--- config.mk ---
export PLATFORM = sky130hd
export DESIGN_NAME = tct_front
export DESIGN_NICKNAME = d
export VERILOG_FILES = /design/src/design/tcp_connection_tracker_assert.svh /design/src/design/tct_pkg.sv /design/src/design/tct_front.sv
export SDC_FILE = /design/constraint.sdc
export NUM_CORES = 1
export LEC_CHECK = 0
export BUFFER_PORTS_ARGS = -buffer_cell sky130_fd_sc_hd__buf_4
export CORE_AREA = 2 2 101 103
export CTS_CLUSTER_DIAMETER = 200
export DETAILED_ROUTE_END_ITERATION = 12
export DIE_AREA = 0 0 103 105
export PLACE_DENSITY = 0.59
export REMOVE_ABC_BUFFERS = 1
export SLEW_MARGIN = 5
export SYNTH_ARGS = -nofsm -noshare
export SYNTH_HDL_FRONTEND = slang
export SYNTH_SLANG_ARGS = --single-unit
--- constraint.sdc ---
create_clock -name clk -period 1.45 [get_ports clk]
set_clock_uncertainty 0.1 [all_clocks]
set_input_delay 0.29 -clock clk [delete_from_list [all_inputs] [get_ports clk]]
set_output_delay 0.29 -clock clk [all_outputs]
set_load 0.005 [all_outputs]
--- src/design/tcp_connection_tracker_assert.svh ---
// Assertion helpers for the connection tracker, clocked on clk and quiet in reset.
`ifndef TCP_CONNECTION_TRACKER_ASSERT_SVH
`define TCP_CONNECTION_TRACKER_ASSERT_SVH

`define TCT_ASSERT_NEXT(name, ante, cons, msg) \
    name: assert property (@(posedge clk) disable iff (!rst_n) (ante) |=> (cons)) \
        else $error(msg);

`define TCT_ASSERT_SAME(name, ante, cons, msg) \
    name: assert property (@(posedge clk) disable iff (!rst_n) (ante) |-> (cons)) \
        else $error(msg);

`endif

--- src/design/tct_pkg.sv ---
`timescale 1ns / 1ps
package tct_pkg;

    localparam int FLOW_ENTRIES_DEF = 64;
    localparam int IDX_W            = 6;
    localparam int QUEUE_DEPTH      = 2;

    localparam logic [7:0] TCP_PROTOCOL = 8'd6;
    localparam logic [3:0] MIN_WORDS    = 4'd5;
    localparam int FLAG_FIN_BIT = 0;
    localparam int FLAG_SYN_BIT = 1;
    localparam int FLAG_RST_BIT = 2;

    localparam logic [2:0] V_NONTCP   = 3'd0;
    localparam logic [2:0] V_FILTERED = 3'd1;
    localparam logic [2:0] V_BAD_HDR  = 3'd2;
    localparam logic [2:0] V_NO_CONN  = 3'd3;
    localparam logic [2:0] V_EXISTING = 3'd4;
    localparam logic [2:0] V_OPENED   = 3'd5;
    localparam logic [2:0] V_FULL     = 3'd6;

    localparam logic CFG_FILTER_ENABLE = 1'b0;
    localparam logic CFG_FILTER_ADDR   = 1'b1;

    typedef enum logic [2:0] {
        K_FILTERED,
        K_NONTCP,
        K_BAD_HDR,
        K_SYN,
        K_OTHER
    } kind_t;

    typedef struct packed {
        kind_t       kind;
        logic [31:0] sa;
        logic [31:0] da;
        logic [15:0] sp;
        logic [15:0] dp;
        logic        close;
        logic        short_hdr;
    } item_t;

    typedef struct packed {
        logic [31:0]      conn;
        logic [31:0]      nontcp;
        logic [31:0]      tcp;
        logic             short_hdr;
        logic             closed;
        logic [IDX_W-1:0] idx;
        logic [31:0]      flow;
        logic [2:0]       verdict;
    } result_t;

endpackage

--- src/design/tct_front.sv ---
`timescale 1ns / 1ps
module tct_front
    import tct_pkg::*;
(
    input  logic         clk,
    input  logic         rst_n,
    input  logic         cfg_we,
    input  logic         cfg_index,
    input  logic [31:0]  cfg_data,
    input  logic         in_valid,
    input  logic [119:0] in_data,
    input  logic         full,
    output logic         in_ready,
    output logic         push,
    output item_t        push_item
);

    logic        filter_en_reg;
    logic [31:0] filter_addr_reg;
    logic [31:0] sa;
    logic [7:0]  proto;
    logic [7:0]  flags;

    always_ff @(posedge clk or negedge rst_n)
    begin
        if (!rst_n)
        begin
            filter_en_reg   <= 1'b0;
            filter_addr_reg <= 32'd0;
        end
        else if (cfg_we)
        begin
            case (cfg_index)
                CFG_FILTER_ENABLE: filter_en_reg   <= cfg_data[0];
                CFG_FILTER_ADDR:   filter_addr_reg <= cfg_data;
                default:           filter_en_reg   <= filter_en_reg;
            endcase
        end
    end

    assign sa    = in_data[31:0];
    assign proto = in_data[103:96];
    assign flags = in_data[119:112];

    assign in_ready = !full;
    assign push     = in_valid && !full;

    always_comb
    begin
        push_item.sa        = sa;
        push_item.da        = in_data[63:32];
        push_item.sp        = in_data[79:64];
        push_item.dp        = in_data[95:80];
        push_item.close     = flags[FLAG_FIN_BIT] | flags[FLAG_RST_BIT];
        push_item.short_hdr = in_data[107:104] < MIN_WORDS;
        if (filter_en_reg && (proto != TCP_PROTOCOL || sa != filter_addr_reg))
            push_item.kind = K_FILTERED;
        else if (proto != TCP_PROTOCOL)
            push_item.kind = K_NONTCP;
        else if (in_data[111:108] < MIN_WORDS)
            push_item.kind = K_BAD_HDR;
        else if (flags[FLAG_SYN_BIT])
            push_item.kind = K_SYN;
        else
            push_item.kind = K_OTHER;
    end

endmodule

==> summary by stage <==
Synthesis
The synthesized netlist contains 19 unique library cells. Summing the sequential cell areas from Yosys gives 34.34% of the chip area. The number of instances in the synthesized netlist is 229. In this run the mean area of a mapped cell was 10.50 um^2. The Yosys step of the flow raised 0 warnings. The synthesized cell area is 2405 um^2. In this run, synthesis produced a sequential element count of 33.

Global route
The global routing stage identified its most utilized layer as met2. For met1 alone, demand over resource in global routing was 15.47%. The maximum number of pins on one net before global-route repair is 34. The total congestion overflow after global routing is 0. The total routing resource utilization after global routing is 21.45%.

The first global-routing pass estimated 15.19 mm of wire. The met3 demand-to-capacity share in global routing is 29.77%. The number of global-route vias before repair is 1,817. The met2 demand-to-capacity share in global routing is 33.44%.

The number of antenna violations at the first check in global routing is 0.

Final layout
From synthesis to final layout, the design area changed by 27.26%. The final layout net count is 442. The area used by multi-input combinational logic is 862.1 um^2. The finished cells cover 3060 um^2. The sequential cells in the finished layout cover a total of 825.8 um^2. Cells with a size suffix above 1 make up 67.02% of the layout. The repair_antennas step left the layout with diodes totalling 0.

The register with the most flip-flops in the layout has 32 of them. The filler cells instantiated in the layout total 1,027.

Die
From left edge to right edge, the die measures 103 um. In this run the count of I/O pins placed on the die edge is 261. The die outline area is 10,820 um^2. The overall die height is 105 um. The core region area is 9639 um^2. Once the floorplan was initialized, standard cells occupied 24.95% of the core.

The placement row count is 36.

Timing
The slew at the pin closest to its max-slew limit is 473.1 ps. Timing would allow up to 449.2 MHz. After layout, the worst path uses 153.5% of the clock period. Headroom to the max-slew limit came out at 68.46%. The count of final max-slew check failures was 0.

Once routing completed, OpenROAD measured the worst setup slack at -776.0 ps. Setup repair after global routing could not meet its margin everywhere. The final-report hold violation count is 0. The smallest clock period supported by the final layout is computed as 2226 ps. Setup violations remaining at the end of the flow were counted as 3.

Detailed routing
Before antenna repair, the detailed router went through 4 iterations. The number of DRC markers in iteration 0 is 40. The via count of the routed design is 1,736.

The post-detailed-route via-to-cell ratio is 4.153. In the final routed layout, each cell accounts on average for 28.50 um. The total detailed-routing wirelength is 11.91 mm. In the routed design, unresolved DRC markers number 0.

The antenna violation net count after detailed routing is 0.

Power
The reported leakage power is 1.408 nW. The worst-case IR drop observed on VDD is 0.3754 mV. The power per cell area is 845.5 nW/um^2.

Setup path
On the critical path, the stage with the largest delay is an instance of sky130_fd_sc_hd__dfrtp_1. The critical path start-end classification is flip-flop to primary output. Along the worst path, the maximum fanout reaches 2. The length in cells of the worst reg-to-reg path is 2. The arrival time reported for the critical path endpoint is 1840 ps. The combined buffer and inverter count along the critical path is 1.

The maximum single-stage delay on the critical path is 410 ps. The launch point of the worst reg-to-reg path is filter_en_reg. In this run the critical register-to-register path is captured at filter_en_reg.

The capturing element type of the critical path is a primary output. The startpoint type of the worst setup path is a flip-flop. Broken down by cell family, the worst path's largest delay share belongs to simple AND/OR/NAND/NOR gates. STA puts the critical path data required time at 1060 ps. The register-to-register setup slack is 470 ps.

Traced cell by cell, the critical path runs through xnor2_2 -> nand4_1 -> nor4_4 -> nand3_1 -> a21oi_2 -> buf_4.

Job
Max-cap violations in this run came to 0.

Clock network
The maximum clock insertion buffer count is 2. The clock latency on the worst-skew pair is 280 ps. In this run the number of H-tree levels came out at 2. CTS placed an instance of sky130_fd_sc_hd__clkbuf_8 at the clock tree root. After clock tree synthesis, the clock-pin slew on the worst setup and hold paths is 70 ps.

The number of buffers created by CTS is 5. After clock tree synthesis, the setup repair step added 0 buffers. The TritonCTS clock tree is done. The CTS sink count is 33.

Run status
The run finished, with violations left. The final reports fail on negative setup slack.

Placed design
Detailed placement finished with a half-perimeter wire length of 10.63 mm. The worst slack at placement is -667.5 ps. The cell area reported after detailed placement is 2944 um^2. Routability-driven placement finished with a final weighted congestion of 0.7658. Port buffering added 127 buffers.

Min path
The number of cells traversed by the worst hold path is 2. The path with the worst hold slack has its endpoint at filter_addr_reg[14]. The worst hold path belongs to the class primary input to flip-flop. The startpoint of the most critical hold path is cfg_data[14].
synthesized netlist by cell type, drive strengths merged:
library cell / instances / share of area, %
buf: 99 / 31
nand4: 8 / 2.1
or2: 1 / 0.26
inv: 2 / 0.31
nand2: 2 / 0.31
nor4: 2 / 0.78
nor3: 2 / 0.83
nor4bb: 1 / 0.42
o21a: 2 / 0.62
a21oi: 2 / 0.42
nor2: 6 / 0.94
xnor2: 32 / 12
nand3: 1 / 0.21
nor2b: 2 / 0.52
mux2: 33 / 15
a31oi: 1 / 0.26
dfrtp: 33 / 34
power breakdown:
group          total, W  switching (W)  internal, W
Combinational  0.000754       0.000255     0.000499
Sequential      0.00115      0.0000880      0.00106
Clock          0.000688       0.000346     0.000342
Total           0.00259       0.000689      0.00190
worst max-delay path by stage:
stage,from,end,slack (ps),depth (start not counted)
floorplan,cfg_index,filter_addr_reg[0],-160,2
global route,filter_addr_reg[0],push_item[98],-890,6
CTS,filter_addr_reg[22],push_item[98],-820,6
finish,filter_addr_reg[0],push_item[98],-780,6
global placement,in_data[17],push_item[98],-640,7
detailed placement,in_data[17],push_item[98],-670,7
final cells by class:
class	count	share of cell area, %
well taps	133	5.437
clock buffers	8	2.617
repair buffers	147	36.55
flip-flops and latches	33	26.98
multi-input cells	95	28.17
inverters	2	0.2453
through the flow:
step                hold slack, ps  power (W)  cells  setup TNS, ps  util (%)
floorplan                   -105.6   0.001470    130          -5364         -
global placement             182.2   0.001900    409          -1788     30.54
detailed placement           186.7   0.001915    409          -1874     30.54
CTS                          124.8   0.002634    418          -2374     31.75
global route                 123.5   0.002755    418          -2604     31.75
finish                       131.3   0.002588    418          -2255     31.75
cell families (layout without fill, tap and decap cells):
logic type                count (synthesis)  in the layout  share of synthesized area, %
DFF                                      33             33                         34.34
xor gates and xnor gates                 32             32                         11.65
AOI/OAI and AO/OA                         5              5                         1.301
and+or+nand+nor                          25             25                         6.348
muxes                                    33             33                         15.45
buffers and inverters                   101            157                         30.91
cell usage in the layout, fill, tap and decap left out:
master and instances:
sky130_fd_sc_hd__o21a_1 2, sky130_fd_sc_hd__xnor2_1 31, sky130_fd_sc_hd__buf_4 145, sky130_fd_sc_hd__nand2_1 2, sky130_fd_sc_hd__nor3_2 2, sky130_fd_sc_hd__a21oi_2 1, sky130_fd_sc_hd__or2_2 1, sky130_fd_sc_hd__a31oi_2 1
sky130_fd_sc_hd__xnor2_2 1, sky130_fd_sc_hd__nand4_1 8, sky130_fd_sc_hd__nand3_1 1, sky130_fd_sc_hd__buf_12 1, sky130_fd_sc_hd__dlygate4sd3_1 1, sky130_fd_sc_hd__dfrtp_1 33, sky130_fd_sc_hd__nor2_1 6, sky130_fd_sc_hd__nor4_4 1
sky130_fd_sc_hd__clkbuf_1 3, sky130_fd_sc_hd__clkbuf_8 5, sky130_fd_sc_hd__inv_1 2, sky130_fd_sc_hd__a21oi_1 1, sky130_fd_sc_hd__nor2b_1 2, sky130_fd_sc_hd__nor4bb_1 1, sky130_fd_sc_hd__nor4_1 1, sky130_fd_sc_hd__mux2_2 33
routing by layer:
metal	part of all wire, %	wire [um]
met5	0.39	47
met4	0.44	53
met3	31	3700
met2	46	5423
met1	23	2687
timing repair:
action,4_1_cts,5_1_grt
hold endpoints to repair,33,0
resized for setup,4,0
pin swaps,5,3
hold buffers,1,0
endpoints found under the setup margin,3,3
(Power assumes the default switching activity.)
