## src/design/tcp_connection_tracker_assert.svh

```systemverilog
// Assertion helpers for the connection tracker, clocked on clk and quiet in reset.
`ifndef TCP_CONNECTION_TRACKER_ASSERT_SVH
`define TCP_CONNECTION_TRACKER_ASSERT_SVH

`define TCT_ASSERT_NEXT(name, ante, cons, msg) \
    name: assert property (@(posedge clk) disable iff (!rst_n) (ante) |=> (cons)) \
        else $error(msg);

`define TCT_ASSERT_SAME(name, ante, cons, msg) \
    name: assert property (@(posedge clk) disable iff (!rst_n) (ante) |-> (cons)) \
        else $error(msg);

`endif

```

## src/design/tct_pkg.sv

```systemverilog
`timescale 1ns / 1ps
package tct_pkg;

    localparam int FLOW_ENTRIES_DEF = 64;
    localparam int IDX_W            = 6;
    localparam int QUEUE_DEPTH      = 2;

    localparam logic [7:0] TCP_PROTOCOL = 8'd6;
    localparam logic [3:0] MIN_WORDS    = 4'd5;
    localparam int FLAG_FIN_BIT = 0;
    localparam int FLAG_SYN_BIT = 1;
    localparam int FLAG_RST_BIT = 2;

    localparam logic [2:0] V_NONTCP   = 3'd0;
    localparam logic [2:0] V_FILTERED = 3'd1;
    localparam logic [2:0] V_BAD_HDR  = 3'd2;
    localparam logic [2:0] V_NO_CONN  = 3'd3;
    localparam logic [2:0] V_EXISTING = 3'd4;
    localparam logic [2:0] V_OPENED   = 3'd5;
    localparam logic [2:0] V_FULL     = 3'd6;

    localparam logic CFG_FILTER_ENABLE = 1'b0;
    localparam logic CFG_FILTER_ADDR   = 1'b1;

    typedef enum logic [2:0] {
        K_FILTERED,
        K_NONTCP,
        K_BAD_HDR,
        K_SYN,
        K_OTHER
    } kind_t;

    typedef struct packed {
        kind_t       kind;
        logic [31:0] sa;
        logic [31:0] da;
        logic [15:0] sp;
        logic [15:0] dp;
        logic        close;
        logic        short_hdr;
    } item_t;

    typedef struct packed {
        logic [31:0]      conn;
        logic [31:0]      nontcp;
        logic [31:0]      tcp;
        logic             short_hdr;
        logic             closed;
        logic [IDX_W-1:0] idx;
        logic [31:0]      flow;
        logic [2:0]       verdict;
    } result_t;

endpackage

```

## src/design/tct_queue.sv

```systemverilog
`timescale 1ns / 1ps
module tct_queue
    import tct_pkg::*;
(
    input  logic  clk,
    input  logic  rst_n,
    input  logic  push,
    input  item_t push_item,
    output logic  full,
    input  logic  pop,
    output logic  valid,
    output item_t item
);

    localparam int PW = $clog2(QUEUE_DEPTH);
    localparam int CW = $clog2(QUEUE_DEPTH + 1);

    item_t         slot_reg [QUEUE_DEPTH];
    logic [PW-1:0] wr_ptr_reg;
    logic [PW-1:0] rd_ptr_reg;
    logic [CW-1:0] count_reg;

    assign full  = count_reg == CW'(QUEUE_DEPTH);
    assign valid = count_reg != '0;
    assign item  = slot_reg[rd_ptr_reg];

    always_ff @(posedge clk)
    begin
        if (push)
            slot_reg[wr_ptr_reg] <= push_item;
    end

    always_ff @(posedge clk or negedge rst_n)
    begin
        if (!rst_n)
        begin
            wr_ptr_reg <= '0;
            rd_ptr_reg <= '0;
            count_reg  <= '0;
        end
        else
        begin
            if (push)
                wr_ptr_reg <= (wr_ptr_reg == PW'(QUEUE_DEPTH - 1)) ? '0 : wr_ptr_reg + 1'b1;
            if (pop)
                rd_ptr_reg <= (rd_ptr_reg == PW'(QUEUE_DEPTH - 1)) ? '0 : rd_ptr_reg + 1'b1;
            if (push && !pop)
                count_reg <= count_reg + 1'b1;
            else if (pop && !push)
                count_reg <= count_reg - 1'b1;
        end
    end

endmodule

```

## config.mk

```make
export PLATFORM = sky130hd
export DESIGN_NAME = tct_queue
export DESIGN_NICKNAME = d
export VERILOG_FILES = /design/src/design/tcp_connection_tracker_assert.svh /design/src/design/tct_pkg.sv /design/src/design/tct_queue.sv
export SDC_FILE = /design/constraint.sdc
export NUM_CORES = 1
export LEC_CHECK = 0
export BUFFER_PORTS_ARGS = -buffer_cell sky130_fd_sc_hd__clkbuf_2
export CORE_MARGIN = 3
export CORE_UTILIZATION = 55
export CTS_CLUSTER_SIZE = 30
export DETAILED_ROUTE_END_ITERATION = 12
export HOLD_SLACK_MARGIN = 0.15
export PLACE_DENSITY_LB_ADDON = 0.05
export SETUP_SLACK_MARGIN = 0.3
export SLEW_MARGIN = 15
export SYNTH_ARGS = -nofsm -noshare
export SYNTH_HDL_FRONTEND = slang
export SYNTH_SLANG_ARGS = --single-unit
```

## constraint.sdc

```tcl
create_clock -name clk -period 8.57 [get_ports clk]
set_input_delay 1.2855 -clock clk [delete_from_list [all_inputs] [get_ports clk]]
set_output_delay 1.2855 -clock clk [all_outputs]
set_load 0.02 [all_outputs]
```

==> results of run 1 <==
## metal layers
metal,global-route usage,vias to the layer above,wire length (um)
met5,0,-,0
met1,0.214,1880,5340
met3,0.0640,23,1340
li1,-,1759,-
met2,0.294,151,6820
met4,0.0421,0,291
## logic make-up after synthesis
logic type               synth area share
buffers and inverters              0.0143
XOR/XNOR                          0.00561
multiplexers                        0.184
adder cells (fa/ha/maj)           0.00160
flip-flops                          0.791
AND/OR/NAND/NOR                   0.00369
## path summary, 6_finish.rpt
| path | from | endpoint | slack [ps] | depth (start not counted) |
|---|---|---|---|---|
| max | rd_ptr_reg | item[37] | 4370 | 3 |
| min | count_reg[1] | count_reg[1] | 470 | 1 |
| max reg2reg | wr_ptr_reg | slot_reg[1][95] | 6420 | 2 |
| min reg2reg | count_reg[1] | count_reg[1] | 470 | 1 |
| max in group asynchronous | rst_n | rd_ptr_reg | 7810 | 1 |
| min in group asynchronous | rst_n | count_reg[1] | 610 | 1 |
## worst reg2reg max path, stage by stage (launching register included)
cell and delay (ps):
dfrtp_1 410, and2_4 560, buf_4 770
## placed cells by master, fill, tap and decap left out
cell,n
nor2b_4,1
xor2_1,4
nor2b_1,1
xnor2_1,1
inv_6,1
dfrtp_4,1
dfrtp_1,3
edfxtp_1,202
clkbuf_1,7
mux2_2,21
clkbuf_2,207
inv_1,1
ha_1,1
clkbuf_16,21
or2_2,1
clkinv_2,5
buf_4,4
nor2_1,1
and2_4,1
mux2_4,80
clkinv_1,3
## synth_stat cells
library cell / number / share of area
xnor2_1: 1 / 0.0011
buf_6: 8 / 0.012
ha_1: 1 / 0.0016
buf_2: 2 / 0.0013
edfxtp_1: 202 / 0.78
nor2b_1: 2 / 0.0016
dfrtp_1: 4 / 0.013
or2_2: 1 / 0.00080
and2_1: 1 / 0.00080
mux2_4: 80 / 0.15
buf_4: 1 / 0.00096
nor2_1: 1 / 0.00048
xor2_1: 4 / 0.0045
mux2_2: 21 / 0.030
inv_1: 1 / 0.00048
## final cells by class
type	instances	area [um^2]
clock buffers	28	552
clock inverters	9	45.0
fillers	902	3970
inverters	1	3.75
multi-input cells	112	1530
flip-flops and latches	206	6170
well taps	176	220
repair buffers	211	1070
## per-stage QoR
step,instances,util
finish,743,0.707
global route,743,0.707
CTS,743,0.707
detailed placement,706,0.663
global placement,706,0.663
floorplan,330,-
## power by group through the flow
stage	Sequential, mW	Clock [mW]	Combinational (mW)
after floorplan	1.42	0	0.870
after global placement	1.47	0	1.08
after detailed placement	1.48	0	1.09
after CTS	1.46	0.808	1.10
after global routing	1.49	0.850	1.14
final	1.46	0.787	1.07
==> results.sh, run 1 <==
export IMPL_grt_pass1_wl_um=21600
export IMPL_cts_repair_resized=0
export IMPL_chipHeight_um=125
export IMPL_grt_pass1_vias=4020
export IMPL_htreeDepth=1
export IMPL_post_drt_wl_per_cell_um=18.6
export IMPL_startpoint_type="flop"
export IMPL_ys_seq_area_frac=0.791
export IMPL_slew_viol_final=0
export IMPL_drtAntennaViolNets=0
export IMPL_grt_overflow=0
export IMPL_vias=3813
export IMPL_path_class="flop to output port"
export IMPL_fin_nets=659
export IMPL_antennaDiodeCount=0
export IMPL_largest_register_ffs=202
export IMPL_worstSetupEndpointType="output port"
export IMPL_worst_slack_ps=4370
export IMPL_drive_gt1_frac=0.605
export IMPL_path_max_fanout=60
export IMPL_placementRows=42
export IMPL_hold_viol=0
export IMPL_clock_root_buffer="clkbuf_16"
export IMPL_grt_max_degree=61
export IMPL_outcome="completed"
export IMPL_layout_min_cycle_time_ps=4200
export IMPL_num_io_pins=208
export IMPL_cts_buffers=21
export IMPL_clock_path_buffers=3
export IMPL_post_cts_buffers=0
export IMPL_slew_headroom=0.330
export IMPL_drc=0
export IMPL_swShare=0.313
export IMPL_fin_worst_skew_ps=8.48
export IMPL_antenna_found_initial=0
export IMPL_setup_tns_ps=0
export IMPL_whs_ps=474
export IMPL_clk_pin_slew_ps=60
export IMPL_timing_final_crit_share=0.490
export IMPL_cts_sinks=206
export IMPL_irDropWorstVdd_uv=234
export IMPL_syn_to_final_growth_pct=22.9
export IMPL_drt_pass1_iter_count=4
export IMPL_hp_class="flop to flop"
export IMPL_path_cells="buf_4, mux2_4, clkbuf_2"
export IMPL_slowest_stage="dfrtp_4"
export IMPL_drt_initial_drc_count=323
export IMPL_p_leak_nw=3.91
export IMPL_synth_warnings=0
export IMPL_port_buffers=207
export IMPL_syn_inst=330
export IMPL_pwr_density_cell_nw_per_um2=346
export IMPL_pre_cts_ws_ps=4830
export IMPL_synth_seq_cells=206
export IMPL_initial_core_util=0.575
export IMPL_cts_hold_buf=0
export IMPL_setup_viol=0
export IMPL_clk_insertion_delay_late_ps=480
export IMPL_syn_cell_area_um2=7800
export IMPL_crit_arrival_ps=2920
export IMPL_dp_hpwl_um=9120
export IMPL_cellInternalPower_mw=2.28
export IMPL_die_w_um=125
export IMPL_tightest_slew_ps=1000
export IMPL_worst_path_buf_inv=2
export IMPL_synth_nets=436
export IMPL_vias_per_cell=5.13
export IMPL_max_freq_mhz=238
export IMPL_synth_cell_types=15
export IMPL_design_area_um2=9590
export IMPL_comb_power_share=0.323
export IMPL_cts_tree="built"
export IMPL_synth_avg_cell_area_um2=23.6
export IMPL_critPathMaxStageDelay_ps=1100
export IMPL_gp_congestion=0.706
export IMPL_pwr_share_clk=0.237
export IMPL_power_mw=3.32
export IMPL_rsz0062_at_grt="false"
export IMPL_routed_wl_um=13800
export IMPL_p_seq_frac=0.440
export IMPL_maxCapViolations=0
export IMPL_power_switching_mw=1.04
export IMPL_grt_use_total=0.173
export IMPL_core_um2=13600
export IMPL_fp_dieArea_um2=15600
export IMPL_cp_data_required_time_ps=7280
export IMPL_crit_family="flip-flops"
export IMPL_placed_cell_area_um2=8990
Note: power is estimated with default switching activity, not from simulation.
==> run 2, diff against run 1 <==
--- a/config.mk
+++ b/config.mk
@@ -5,9 +5,10 @@
 export SDC_FILE = /design/constraint.sdc
 export NUM_CORES = 1
 export LEC_CHECK = 0
+export ABC_AREA = 1
 export BUFFER_PORTS_ARGS = -buffer_cell sky130_fd_sc_hd__clkbuf_2
 export CORE_MARGIN = 3
-export CORE_UTILIZATION = 55
+export CORE_UTILIZATION = 52
 export CTS_CLUSTER_SIZE = 30
 export DETAILED_ROUTE_END_ITERATION = 12
 export HOLD_SLACK_MARGIN = 0.15
==> constraint.sdc (replaced) <==
create_clock -name clk -period 3.9 [get_ports clk]
set_input_delay 0.585 -clock clk [delete_from_list [all_inputs] [get_ports clk]]
set_output_delay 0.585 -clock clk [all_outputs]
set_load 0.02 [all_outputs]
==> results.sh, run 2 <==
export IMPL_htreeDepth=1
export IMPL_yosysMostFrequentCell="edfxtp_1"
export IMPL_crit_family="flip-flops"
export IMPL_die_w_um=129
export IMPL_synth_top_cell_area_share=0.776
export IMPL_vias=3792
export IMPL_maxCapViolations=0
export IMPL_tightest_slew_ps=790
export IMPL_ys_seq_area_frac=0.789
export IMPL_cts_tree="built"
export IMPL_hp_class="input pin to flop"
export IMPL_initial_core_util=0.534
export IMPL_drtAntennaViolNets=0
export IMPL_synthXorXnorAreaFrac=0.00336
export IMPL_nFillCells=1054
export IMPL_worst_path_buf_inv=2
export IMPL_drt_pass1_iter_count=4
export IMPL_antennaDiodeCount=0
export IMPL_path_cells="buf_4, mux2_2, clkbuf_2"
export IMPL_ys_top_cells_by_area="edfxtp_1 (78%), mux2_4 (15%), mux2_2 (3.0%), dfrtp_1 (1.3%), buf_6 (1.2%)"
export IMPL_syn_to_final_growth_pct=24.4
export IMPL_slowest_stage="dfrtp_4"
export IMPL_grt_overflow=0
export IMPL_rsz0062_at_grt="false"
export IMPL_final_common_cell="clkbuf_2"
export IMPL_clock_path_buffers=3
export IMPL_p_leak_nw=3.97
export IMPL_crit_end="item[92]"
export IMPL_grt_pass1_wl_um=20600
export IMPL_synth_avg_cell_area_um2=23.1
export IMPL_cp_startpoint="rd_ptr_reg"
export IMPL_layout_min_cycle_time_ps=2930
export IMPL_hold_viol=0
export IMPL_antenna_found_initial=1
export IMPL_path_max_fanout=38
export IMPL_worstSetupEndpointType="output port"
export IMPL_dp_hpwl_um=9270
export IMPL_clk_insertion_delay_late_ps=470
export IMPL_slew_headroom=0.472
export IMPL_setup_tns_ps=0
export IMPL_grt_use_total=0.160
export IMPL_synth_nets=445
export IMPL_crit_arrival_ps=2340
export IMPL_vias_per_cell=4.98
export IMPL_largest_register_ffs=202
export IMPL_port_buffers=207
export IMPL_grt_max_degree=54
export IMPL_synth_compound_area_frac=0
export IMPL_chipHeight_um=129
export IMPL_whs_ps=298
export IMPL_cp_data_required_time_ps=3310
export IMPL_synth_warnings=0
export IMPL_synth_top_family_by_area="multiplexers"
export IMPL_gp_congestion=0.738
export IMPL_path_depth=3
export IMPL_cts_buffers=21
export IMPL_critPathMaxStageDelay_ps=860
export IMPL_timing_final_crit_share=0.751
export IMPL_synth_area_mux_share=0.184
export IMPL_startpoint_type="flop"
export IMPL_rr_worst_depth=2
export IMPL_cts_sinks=206
export IMPL_synth_seq_cells=206
export IMPL_cts_repair_resized=0
export IMPL_placementRows=44
export IMPL_synthAdderAreaFrac=0.00160
export IMPL_syn_inst=339
export IMPL_drive_gt1_frac=0.592
export IMPL_syn_cell_area_um2=7820
export IMPL_routed_wl_um=13700
export IMPL_slew_viol_final=0
export IMPL_drc=0
export IMPL_pwr_density_cell_nw_per_um2=768
export IMPL_post_drt_wl_per_cell_um=18.0
export IMPL_irDropWorstVdd_uv=421
export IMPL_core_um2=14600
export IMPL_outcome="completed"
export IMPL_regToRegSetupSlack_ps=2030
export IMPL_clk_pin_slew_ps=60
export IMPL_path_class="flop to output port"
export IMPL_fin_worst_skew_ps=4.96
export IMPL_num_io_pins=208
export IMPL_synth_cell_types=15
export IMPL_r2r_end="slot_reg[0][98]"
export IMPL_synthSimpleGateAreaFrac=0.00528
export IMPL_grt_pass1_vias=3973
export IMPL_drt_initial_drc_count=233
export IMPL_async_flop_share=0.0194
export IMPL_synth_largest_area_cell="edfxtp_1"
export IMPL_final_cell_mix="clkbuf_2 (207), edfxtp_1 (202), mux2_4 (80), mux2_2 (21), clkbuf_16 (21)"
export IMPL_max_freq_mhz=341
export IMPL_clock_root_buffer="clkbuf_16"
export IMPL_ys_flop_type="edfxtp_1"
export IMPL_fp_dieArea_um2=16500
export IMPL_fin_nets=670
export IMPL_r2r_start="wr_ptr_reg"
export IMPL_synth_edff_count=202
export IMPL_yosys_top_cells_count="edfxtp_1 (202), mux2_4 (80), mux2_2 (21)"
export IMPL_setup_viol=0
## run 2: timing repair
item                      in CTS  in global routing
setup buffers                  0                  0
hold endpoints to repair       4                  0
hold buffers                   1                  0
## run 2: layer usage
metal	GRT usage	vias to the layer above	wire (um)
met5	0	-	13
met4	0.0494	2	342
met3	0.0535	25	1140
met2	0.279	138	6930
met1	0.189	1833	5320
li1	-	1794	-
## run 2: layout make-up
| class | count | area, um^2 | share of cell area |
|---|---|---|---|
| Multi-Input combinational cell | 115 | 1530 | 0.157 |
| Timing Repair Buffer | 213 | 1120 | 0.115 |
| Tap cell | 184 | 230 | 0.0237 |
| Inverter | 7 | 28.8 | 0.00296 |
| Clock inverter | 8 | 87.6 | 0.00900 |
| Clock buffer | 29 | 566 | 0.0581 |
| Sequential cell | 206 | 6170 | 0.634 |
## run 2: cells by family (layout without fill, tap and decap cells)
logic type,Yosys count,in the layout
xor+xnor,3,3
simple gates,10,10
fa+ha+maj,1,1
mux,101,101
flops,206,206
buf+inv,18,257
## run 2: where the power goes
group	internal, mW	switching [mW]
sequential	2.94	0.208
clock	1.14	0.748
combinational	1.09	1.35
## run 2: worst reg2reg max path, delay by kind of cell, from the launching register on
| family | cells | cell delay [ps] |
|---|---|---|
| AND/OR/NAND/NOR | 1 | 650 |
| flip-flops | 1 | 430 |
| buffers and inverters | 1 | 460 |
## run 2: metrics by stage
stage / std cells / power (mW) / setup slack [ps] / area [um^2] / util
after floorplan: 339 / 5.00 / 850 / 7830 / -
after global placement: 724 / 5.64 / 1460 / 9060 / 0.619
after detailed placement: 724 / 5.67 / 1440 / 9060 / 0.619
after CTS: 762 / 7.58 / 929 / 9730 / 0.664
after global routing: 762 / 7.82 / 842 / 9730 / 0.664
final: 762 / 7.47 / 971 / 9730 / 0.664
## run 2: how the worst min path moves through the flow
stage             startpoint               to  slack (ps)  cells past startpoint
6_report       push_item[25]  slot_reg[1][25]         300                      1
2_1_floorplan          rst_n     count_reg[0]         290                      0
5_1_grt        push_item[65]  slot_reg[1][65]         280                      1
3_3_place_gp           rst_n     count_reg[0]         400                      1
3_5_place_dp           rst_n     count_reg[0]         400                      1
4_1_cts        push_item[63]  slot_reg[1][63]         280                      1
